<file path="src/hdl/assert_macros.svh">
// Assertion helpers used by the queue RTL.
`ifndef ASSERT_MACROS_SVH
`define ASSERT_MACROS_SVH

// Check a property on every clock edge outside reset.
`define SFQ_ASSERT(lbl, prop, msg) \
    lbl: assert property (@(posedge clk) disable iff (!rst_n) (prop)) else $error(msg);

// Check that a condition in one cycle implies another in the next.
`define SFQ_ASSERT_NEXT(lbl, ante, cons, msg) \
    lbl: assert property (@(posedge clk) disable iff (!rst_n) (ante) |=> (cons)) \
        else $error(msg);

`endif

</file>
<file path="src/hdl/sfq_pkg.sv">
package sfq_pkg;

    // Command codes
    localparam logic [1:0] CMD_ENQ    = 2'd0;
    localparam logic [1:0] CMD_DEQ    = 2'd1;
    localparam logic [1:0] CMD_SEARCH = 2'd2;

    // Status codes
    localparam logic [1:0] STAT_OK        = 2'd0;
    localparam logic [1:0] STAT_EMPTY     = 2'd1;
    localparam logic [1:0] STAT_FULL      = 2'd2;
    localparam logic [1:0] STAT_NOT_FOUND = 2'd3;

    typedef struct packed {
        logic [1:0]         cmd;
        logic signed [31:0] value_in;
    } item_t;

    typedef struct packed {
        logic [1:0]         status;
        logic signed [31:0] value_out;
        logic [4:0]         position;
        logic [4:0]         occupancy;
    } result_t;

    // Per-cycle command broadcast to every cell
    typedef struct packed {
        logic load;         // write key into the cell at the tail index
        logic shift;        // move data one cell toward the head
        logic match_start;  // capture compare against key
        logic match_shift;  // move match flags one cell toward the head
    } cell_ctl_t;

    typedef enum logic [1:0] {
        FSM_IDLE = 2'b01,
        FSM_SCAN = 2'b10
    } fsm_t;

endpackage

</file>
<file path="src/hdl/sfq_cell.sv">
module sfq_cell
    import sfq_pkg::*;
#(
    parameter int INDEX = 0,
    parameter int CW    = 5
)
(
    input  logic               clk,
    input  cell_ctl_t          ctl,
    input  logic [CW-1:0]      count,
    input  logic signed [31:0] key,
    input  logic signed [31:0] nxt_data,
    input  logic               nxt_hit,
    output logic signed [31:0] data,
    output logic               hit
);

    logic signed [31:0] data_reg;
    logic signed [31:0] data_next;
    logic               hit_reg;
    logic               hit_next;

    // Load at the tail, or take the neighbor's entry on a dequeue
    always_comb
    begin
        data_next = data_reg;
        if (ctl.load && (count == CW'(INDEX)))
        begin
            data_next = key;
        end
        else if (ctl.shift)
        begin
            data_next = nxt_data;
        end
    end

    // Capture the compare for occupied cells, then pass flags toward the head
    always_comb
    begin
        hit_next = hit_reg;
        if (ctl.match_start)
        begin
            hit_next = (data_reg == key) && (CW'(INDEX) < count);
        end
        else if (ctl.match_shift)
        begin
            hit_next = nxt_hit;
        end
    end

    always_ff @(posedge clk)
    begin
        data_reg <= data_next;
        hit_reg  <= hit_next;
    end

    assign data = data_reg;
    assign hit  = hit_reg;

endmodule

</file>
<file path="src/hdl/searchable_fifo_queue.sv">
// Searchable FIFO of DEPTH signed 32-bit entries, built as a row of cells
// with the head in cell 0. Enqueue writes the cell at the tail index and
// dequeue shifts every cell one place toward the head, so both return their
// transaction result in the cycle after acceptance and a new item is taken
// the next cycle unless the waiting result is stalled. Search compares all
// cells at once, then shifts the match flags toward the head one cell per
// cycle until the first hit reaches cell 0 or the occupied cells are
// exhausted, and the input stalls meanwhile. A result waiting in the output
// register does not block the next enqueue or dequeue when it is taken in
// the same cycle. Occupancy carries the low 5 bits of the count, position
// those of the 1-based hit index. Entry contents are not cleared by reset.
module searchable_fifo_queue
    import sfq_pkg::*;
#(
    parameter int DEPTH = 16
)
(
    input  logic    clk,
    input  logic    rst_n,
    input  logic    item_valid,
    output logic    item_stall,
    input  item_t   item_data,
    output logic    result_valid,
    input  logic    result_stall,
    output result_t result_data
);

`include "assert_macros.svh"

    localparam int CW = $clog2(DEPTH + 1);

    logic [CW-1:0] count_reg;
    logic [CW-1:0] count_next;
    logic [CW-1:0] step_reg;
    logic [CW-1:0] step_next;
    fsm_t          state_reg;
    fsm_t          state_next;
    logic          out_valid_reg;
    logic          out_valid_next;
    result_t       out_reg;
    result_t       out_next;

    cell_ctl_t          ctl;
    logic               accept;
    logic               out_free;
    logic signed [31:0] cell_data [DEPTH+1];
    logic               cell_hit  [DEPTH+1];

    // Chain of cells; the slot past the last cell feeds zeros
    assign cell_data[DEPTH] = '0;
    assign cell_hit[DEPTH]  = 1'b0;

    generate
        for (genvar i = 0; i < DEPTH; i++)
        begin : g_cell
            sfq_cell #(
                .INDEX (i),
                .CW    (CW)
            ) u_cell (
                .clk      (clk),
                .ctl      (ctl),
                .count    (count_reg),
                .key      (item_data.value_in),
                .nxt_data (cell_data[i+1]),
                .nxt_hit  (cell_hit[i+1]),
                .data     (cell_data[i]),
                .hit      (cell_hit[i])
            );
        end
    endgenerate

    // Handshake
    assign out_free   = !out_valid_reg || !result_stall;
    assign item_stall = (state_reg != FSM_IDLE) || !out_free;
    assign accept     = item_valid && !item_stall;

    // Command decode, scan sequencing and result formation
    always_comb
    begin
        ctl            = '0;
        count_next     = count_reg;
        step_next      = step_reg;
        state_next     = state_reg;
        out_valid_next = out_valid_reg && result_stall;
        out_next       = out_reg;

        case (state_reg)
            FSM_IDLE:
            begin
                if (accept)
                begin
                    out_next        = '0;
                    out_next.status = STAT_OK;
                    case (item_data.cmd)
                        CMD_ENQ:
                        begin
                            if (count_reg == CW'(DEPTH))
                            begin
                                out_next.status = STAT_FULL;
                            end
                            else
                            begin
                                ctl.load   = 1'b1;
                                count_next = count_reg + 1'b1;
                            end
                            out_valid_next = 1'b1;
                        end
                        CMD_DEQ:
                        begin
                            if (count_reg == '0)
                            begin
                                out_next.status = STAT_EMPTY;
                            end
                            else
                            begin
                                out_next.value_out = cell_data[0];
                                ctl.shift          = 1'b1;
                                count_next         = count_reg - 1'b1;
                            end
                            out_valid_next = 1'b1;
                        end
                        CMD_SEARCH:
                        begin
                            ctl.match_start = 1'b1;
                            step_next       = '0;
                            state_next      = FSM_SCAN;
                        end
                        default:
                        begin
                            out_valid_next = 1'b1;
                        end
                    endcase
                    out_next.occupancy = 5'(count_next);
                end
            end
            FSM_SCAN:
            begin
                if (cell_hit[0] || (step_reg == count_reg))
                begin
                    // Finish once the output register can take the result
                    if (out_free)
                    begin
                        out_next           = '0;
                        out_next.occupancy = 5'(count_reg);
                        if (cell_hit[0])
                        begin
                            out_next.status   = STAT_OK;
                            out_next.position = 5'(step_reg + 1'b1);
                        end
                        else
                        begin
                            out_next.status = STAT_NOT_FOUND;
                        end
                        out_valid_next = 1'b1;
                        state_next     = FSM_IDLE;
                    end
                end
                else
                begin
                    // Advance the match flags one cell toward the head
                    ctl.match_shift = 1'b1;
                    step_next       = step_reg + 1'b1;
                end
            end
            default:
            begin
                state_next = FSM_IDLE;
            end
        endcase
    end

    always_ff @(posedge clk or negedge rst_n)
    begin
        if (!rst_n)
        begin
            count_reg     <= '0;
            step_reg      <= '0;
            state_reg     <= FSM_IDLE;
            out_valid_reg <= 1'b0;
        end
        else
        begin
            count_reg     <= count_next;
            step_reg      <= step_next;
            state_reg     <= state_next;
            out_valid_reg <= out_valid_next;
        end
    end

    // Hold the result payload
    always_ff @(posedge clk)
    begin
        out_reg <= out_next;
    end

    assign result_valid = out_valid_reg;
    assign result_data  = out_reg;

    // Checks
    `SFQ_ASSERT(a_count_bound, count_reg <= CW'(DEPTH), "entry count exceeds depth")
    `SFQ_ASSERT(a_scan_bound, (state_reg != FSM_SCAN) || (step_reg <= count_reg),
        "search scan ran past the occupied cells")
    `SFQ_ASSERT_NEXT(a_enq_count,
        accept && (item_data.cmd == CMD_ENQ) && (count_reg != CW'(DEPTH)),
        count_reg == $past(count_reg) + 1'b1, "enqueue did not advance the count")
    `SFQ_ASSERT_NEXT(a_scan_result,
        (state_reg == FSM_SCAN) && (state_next == FSM_IDLE),
        result_valid && (result_data.status != STAT_FULL) && (result_data.status != STAT_EMPTY),
        "search finished without a search result")

endmodule
</file>
<file path="config.mk">
export PLATFORM = sky130hd
export DESIGN_NAME = searchable_fifo_queue
export DESIGN_NICKNAME = d
export VERILOG_FILES = /design/src/hdl/sfq_pkg.sv /design/src/hdl/sfq_cell.sv /design/src/hdl/searchable_fifo_queue.sv
export VERILOG_INCLUDE_DIRS = /design/src /design/src/hdl
export SDC_FILE = /design/constraint.sdc
export NUM_CORES = 1
export LEC_CHECK = 0
export ABC_AREA = 1
export BUFFER_PORTS_ARGS = -buffer_cell sky130_fd_sc_hd__clkbuf_2
export CELL_PAD_IN_SITES_DETAIL_PLACEMENT = 0
export CELL_PAD_IN_SITES_GLOBAL_PLACEMENT = 1
export CORE_AREA = 2 2 311 313
export CTS_CLUSTER_DIAMETER = 40
export CTS_CLUSTER_SIZE = 12
export DETAILED_ROUTE_END_ITERATION = 8
export DIE_AREA = 0 0 313 315
export PLACE_DENSITY = 0.63
export SLEW_MARGIN = 20
export SYNTH_ARGS = -nofsm -noshare
export SYNTH_HDL_FRONTEND = slang
export SYNTH_SLANG_ARGS = --single-unit
</file>
<file path="constraint.sdc">
create_clock -name clk -period 4.2 [get_ports clk]
set_input_delay 0.63 -clock clk [delete_from_list [all_inputs] [get_ports clk]]
set_output_delay 0.63 -clock clk [all_outputs]
set_load 0.005 [all_outputs]
</file>
==> results of run 1 <==
## critical path, delay by kind of cell (launching register included)
kind	cells	cell delay (ps)
and+or+nand+nor	4	690
adders and majority gates	1	380
AOI/OAI and AO/OA	1	620
DFF	1	700
buffers and inverters	2	540
## final cells by class
type                       count  share of cell area, %
inverter                     278                   2.75
tap                         1276                   4.21
sequential                   585                   46.2
multi-input combinational   2575                   32.6
clock buffer                 120                   7.56
clock inverter                92                   3.03
timing repair buffer         206                   3.70
## stage by stage
step / std cells / instance area (µm²) / power, µW / hold slack [ps] / setup WS, ps
global route: 5132 / 37900 / 21200 / 268 / 664
global placement: 4919 / 33900 / 11000 / 466 / 1070
CTS: 5132 / 37900 / 20500 / 195 / 984
detailed placement: 4919 / 33900 / 11000 / 466 / 1030
floorplan: 3690 / 32200 / 9630 / 334 / 615
finish: 5132 / 37900 / 20400 / 233 / 923
## worst paths after layout
kind | from | end | cells after the start
worst min register to register | state_reg[0] | state_reg[0] | 2
worst max register to register | count_reg[0] | g_cell[11].u_cell.data[6] | 8
worst max-delay path | count_reg[0] | g_cell[11].u_cell.data[6] | 8
worst min-delay path | result_stall | result_valid | 3
max in group asynchronous | rst_n | state_reg[0] | 2
min in group asynchronous | rst_n | step_reg[4] | 2
## cell families after synthesis
family,after synthesis,share of synthesized area (%)
xor+xnor,277,7.54
fa+ha+maj,8,0.311
buf+inv,530,7.33
compound gates,589,9.49
simple gates,1701,20.9
flops,585,54.4
## routing by layer
layer | vias up | part of all wire [%]
li1 | 12194 | -
met1 | 12064 | 43
met2 | 799 | 49
met3 | 174 | 5.0
met4 | 0 | 2.9
met5 | - | 0
## power by group through the flow
| stage | logic [µW] | clock network, µW | registers, µW |
|---|---|---|---|
| after floorplan | 1940 | 0 | 7700 |
| after global placement | 3150 | 0 | 7840 |
| after detailed placement | 3150 | 0 | 7840 |
| after CTS | 3170 | 9640 | 7730 |
| after global routing | 3480 | 9900 | 7790 |
| final | 3140 | 9540 | 7730 |
## synth_stat cells
master    number  share of area (%)
o21ai_1      224                3.5
buf_2        105                1.6
o21bai_1       2              0.047
nand3_1       61               0.95
nor4_1         1              0.019
buf_4         27               0.63
inv_1        269                3.1
clkbuf_2       5              0.078
buf_8          1              0.047
buf_1          2              0.023
nand2_1     1263                 15
o211ai_1       3              0.070
clkbuf_1      96                1.1
nand3_4        1              0.054
nor2_4         2              0.070
o41ai_1        1              0.027
xor2_1        39                1.1
nand4_2        2              0.078
buf_6         16               0.56
nand4_1       41               0.80
o22ai_1        8               0.16
dfstp_2        1              0.082
o221ai_1       1              0.027
xnor2_1      238                6.5
nand3_2        7               0.22
nor2_8         2               0.12
nor3_1         2              0.031
or2_2          7               0.14
nand2_2        2              0.039
nor2_1       304                3.5
ha_1           8               0.31
inv_2          4              0.047
clkinv_1       5              0.058
dfrtp_1       12               0.93
edfxtp_1     572                 53
o21ai_0      322                5.0
nand3b_1       4              0.093
a21oi_1        8               0.12
o21ai_2       20               0.54
nor2_2         2              0.039
## repair_timing
action,in CTS,in global routing
hold buffers,1,0
setup endpoints to repair,0,0
hold endpoints to repair,12,0
==> flow_metrics.env, run 1 <==
export IMPL_coreArea_um2=95700
export IMPL_clock_path_buffers=3
export IMPL_cp_max_fo=65
export IMPL_vias_per_cell=4.92
export IMPL_fin_crit_sh_pct=78.0
export IMPL_peakVddDrop_v=0.000404
export IMPL_slowest_delay_ps=700
export IMPL_drc=0
export IMPL_register_area_um2=17500
export IMPL_fmax_mhz=305
export IMPL_post_drt_wl_per_cell_um=23.0
export IMPL_antenna_found_initial=1
export IMPL_rsz0062_at_grt="false"
export IMPL_vias=25231
export IMPL_io_buffer_count=83
export IMPL_fin_worst_skew_ps=24.7
export IMPL_synth_nets=3736
export IMPL_syn_inst=3690
export IMPL_most_common_layout_cells="1261 x nand2_1, 572 x edfxtp_1, 322 x o21ai_0"
export IMPL_synth_area_um2=32200
export IMPL_yosysSeqAreaShare_pct=54.4
export IMPL_globalRouteMet2Util_pct=41.1
export IMPL_drive_above_1_share_pct=11.6
export IMPL_power_frac_clock_pct=46.7
export IMPL_dieArea_um2=98600
export IMPL_slew_headroom_pct=25.0
export IMPL_p_per_area_nw_per_um2=538
export IMPL_setup_viol=0
export IMPL_p_sw_share_pct=28.9
export IMPL_gp_congestion=0.888
export IMPL_drtAntennaViolNets=0
export IMPL_fp_dieH_um=315
export IMPL_required_ps=4580
export IMPL_final_hold_viol_count=0
export IMPL_hpwlAfterDp_mm=83.3
export IMPL_leakage_uw=0.0158
export IMPL_grt_first_pass_wirelength_mm=169
export IMPL_intPower_uw=14500
export IMPL_io_pins=84
export IMPL_area_delta_synth_final_pct=17.8
export IMPL_crit_type="register to register"
export IMPL_outcome="completed"
export IMPL_final_common_cell="nand2_1"
export IMPL_ys_warn_count=0
export IMPL_tritoncts="yes"
export IMPL_drt_iter0_markers=2372
export IMPL_start_util_pct=33.6
export IMPL_drt_pass1_iterations=5
export IMPL_num_fill_cells=9637
export IMPL_tns_ps=0
export IMPL_first_global_vias=23911
export IMPL_grtUsageTotal_pct=23.7
export IMPL_seq_power_share_pct=37.9
export IMPL_gr_total_overflow=0
export IMPL_cts_made_buffers=112
export IMPL_grt_max_degree=66
export IMPL_p_comb_share_pct=15.4
export IMPL_htree_levels=3
export IMPL_largest_reg_flops=512
export IMPL_grtUsageMet1_pct=31.0
export IMPL_fp_dieW_um=313
export IMPL_final_max_slew_violation_count=0
export IMPL_min_period_ps=3280
export IMPL_clock_sinks=585
export IMPL_maxCapViolations=0
export IMPL_crit_path_frequent_cell="nand3_2"
export IMPL_critPathSlowestCell="dfrtp_1"
export IMPL_post_cts_buffers=0
export IMPL_synth_seq_cells=585
export IMPL_cts_resized=0
export IMPL_avgSynthCellArea_um2=8.72
export IMPL_cp_cell_sequence="inv_1 > ha_1 > nand3_2 > nand2_2 > nor2_8 > nand3_2 > buf_4 > o21ai_0"
export IMPL_clock_tree_root_cell="clkbuf_16"
export IMPL_utilization_pct=39.6
export IMPL_arrival_ps=3660
export IMPL_worst_pin_slew_ps=1120
export IMPL_clk_pin_slew_ps=50
export IMPL_hp_class="primary input to register"
export IMPL_row_count=114
export IMPL_multi_input_area_um2=12300
export IMPL_endpoint_kind="register"
export IMPL_yosysUniqueCellTypes=40
export IMPL_drt_total_wl_mm=118
export IMPL_crit_path_start_kind="register"
export IMPL_power_switching_uw=5890
export IMPL_num_antenna_cells=0
export IMPL_fin_nets=3804
export IMPL_grtUsageMet3_pct=3.05
export IMPL_reg2reg_slack_ps=920
export IMPL_clk_latency_ps=690
export IMPL_gr_max_usage_layer="met2"
No activity file was read; power rests on OpenSTA's default activity.
==> run 2: changes to the inputs <==
--- a/config.mk
+++ b/config.mk
@@ -15,7 +15,7 @@
 export CTS_CLUSTER_SIZE = 12
 export DETAILED_ROUTE_END_ITERATION = 8
 export DIE_AREA = 0 0 313 315
-export PLACE_DENSITY = 0.63
+export PLACE_DENSITY = 0.65
 export SLEW_MARGIN = 20
 export SYNTH_ARGS = -nofsm -noshare
 export SYNTH_HDL_FRONTEND = slang
==> constraint.sdc (replaced) <==
create_clock -name clk -period 2.72 [get_ports clk]
set_input_delay 0.408 -clock clk [delete_from_list [all_inputs] [get_ports clk]]
set_output_delay 0.408 -clock clk [all_outputs]
set_load 0.005 [all_outputs]
==> flow_metrics.env, run 2 (synthesized netlist as in run 1, its figures left out) <==
export IMPL_outcome="completed"
export IMPL_arrival_ps=3000
export IMPL_gp_congestion=0.861
export IMPL_clock_tree_root_cell="clkbuf_16"
export IMPL_antenna_found_initial=5
export IMPL_setup_viol=0
export IMPL_grt_max_degree=66
export IMPL_vias_per_cell=4.88
export IMPL_grt_first_pass_wirelength_mm=164
export IMPL_cts_resized=0
export IMPL_clock_sinks=585
export IMPL_drc=0
export IMPL_vias=25159
export IMPL_drtAntennaViolNets=0
export IMPL_area_delta_synth_final_pct=19.2
export IMPL_cp_max_fo=64
export IMPL_drt_total_wl_mm=114
export IMPL_fin_nets=3833
export IMPL_io_pins=84
export IMPL_io_buffer_count=83
export IMPL_gr_total_overflow=0
export IMPL_intPower_uw=22000
export IMPL_htree_levels=3
export IMPL_clk_latency_ps=680
export IMPL_slowest_delay_ps=550
export IMPL_hp_class="primary input to register"
export IMPL_holdWs_ps=38.4
export IMPL_maxCapViolations=0
export IMPL_dieArea_um2=98600
export IMPL_critPathSlowestCell="o21ai_0"
export IMPL_dpl_cell_count=4951
export IMPL_crit_path_start_kind="register"
export IMPL_p_comb_share_pct=16.7
export IMPL_first_global_vias=23854
export IMPL_clk_pin_slew_ps=50
export IMPL_fp_dieW_um=313
export IMPL_grtUsageTotal_pct=22.9
export IMPL_required_ps=3100
export IMPL_post_drt_wl_per_cell_um=22.0
export IMPL_cp_cell_sequence="ha_1 > nand3_4 > nor2_8 > nand3_2 > buf_12 > o21ai_0"
export IMPL_final_max_slew_violation_count=0
export IMPL_start_util_pct=33.6
export IMPL_tritoncts="yes"
export IMPL_crit_type="register to register"
export IMPL_fp_dieH_um=315
export IMPL_drt_iter0_markers=2250
export IMPL_num_fill_cells=9516
export IMPL_post_cts_buffers=0
export IMPL_peakVddDrop_v=0.000521
export IMPL_min_period_ps=2620
export IMPL_p_sw_share_pct=28.9
export IMPL_ctsHoldBuffers=1
export IMPL_leakage_uw=0.0159
export IMPL_placed_area_um2=34600
export IMPL_rsz0062_at_grt="false"
export IMPL_endpoint_kind="register"
export IMPL_power_frac_clock_pct=45.0
export IMPL_row_count=114
export IMPL_cts_made_buffers=109
export IMPL_slew_headroom_pct=45.9
export IMPL_finalInstanceArea_um2=38300
export IMPL_largest_reg_flops=512
export IMPL_final_common_cell="nand2_1"
export IMPL_seq_power_share_pct=38.3
export IMPL_final_hold_viol_count=0
export IMPL_instances_no_fill=5158
export IMPL_fmax_mhz=381
export IMPL_p_per_area_nw_per_um2=808
export IMPL_clock_path_buffers=3
export IMPL_drive_above_1_share_pct=12.3
export IMPL_fin_worst_skew_ps=22.4
export IMPL_coreArea_um2=95700
export IMPL_fin_crit_sh_pct=96.4
export IMPL_power_uw=31000
export IMPL_hpwlAfterDp_mm=82.7
export IMPL_most_common_layout_cells="1256 x nand2_1, 572 x edfxtp_1, 322 x o21ai_0"
export IMPL_worst_pin_slew_ps=811
export IMPL_power_switching_uw=8970
export IMPL_drt_pass1_iterations=5
## run 2: per-layer routing
layer | part of all wire (%) | up-vias | track usage (%)
met4 | 3.3 | 4 | 7.75
met2 | 47 | 773 | 38.2
met5 | 0.023 | - | 0
li1 | - | 12271 | -
met3 | 5.7 | 193 | 3.19
met1 | 44 | 11918 | 30.5
## run 2: per-stage QoR
stage               TNS (ps)  setup slack, ps  util [%]
floorplan             -17620            -56.6         -
CTS                        0              116      40.1
global route               0             29.2      40.1
finish                     0             97.4      40.1
detailed placement         0              176      36.1
global placement           0              125      36.1
## run 2: final cells by class
cell class	instances	area, µm²	share of cell area, %
flip-flops and latches	585	17500	45.6
inverters	278	1040	2.72
well taps	1276	1600	4.16
clock buffers	122	2870	7.49
multi-input cells	2575	12400	32.2
clock inverters	83	902	2.35
repair buffers	238	2070	5.40
diodes	1	2.50	0.00653
## run 2: worst paths after layout
kind	depth (start not counted)	from	endpoint	slack [ps]
worst max-delay path	6	state_reg[0]	g_cell[11].u_cell.data[6]	100
worst min-delay path	3	result_stall	result_valid	40
worst max register to register	6	state_reg[0]	g_cell[11].u_cell.data[6]	100
worst min register to register	2	state_reg[0]	state_reg[0]	480
max in group asynchronous	2	rst_n	state_reg[0]	2210
min in group asynchronous	2	rst_n	step_reg[0]	190
## run 2: worst max-delay path, delay by kind of cell (launching register included)
family / cells / cell delay [ps]
adders and majority gates: 1 / 210
DFF: 1 / 540
AOI/OAI and AO/OA: 1 / 550
and+or+nand+nor: 3 / 760
buffers and inverters: 1 / 240
## run 2: power groups by stage
stage / sequential, µW / combinational (µW) / clock [µW]
2_1_floorplan: 11900 / 3010 / 0
3_3_place_gp: 12100 / 5160 / 0
3_5_place_dp: 12100 / 5170 / 0
4_1_cts: 11900 / 5200 / 14100
5_1_grt: 12000 / 5680 / 14500
6_report: 11900 / 5160 / 13900
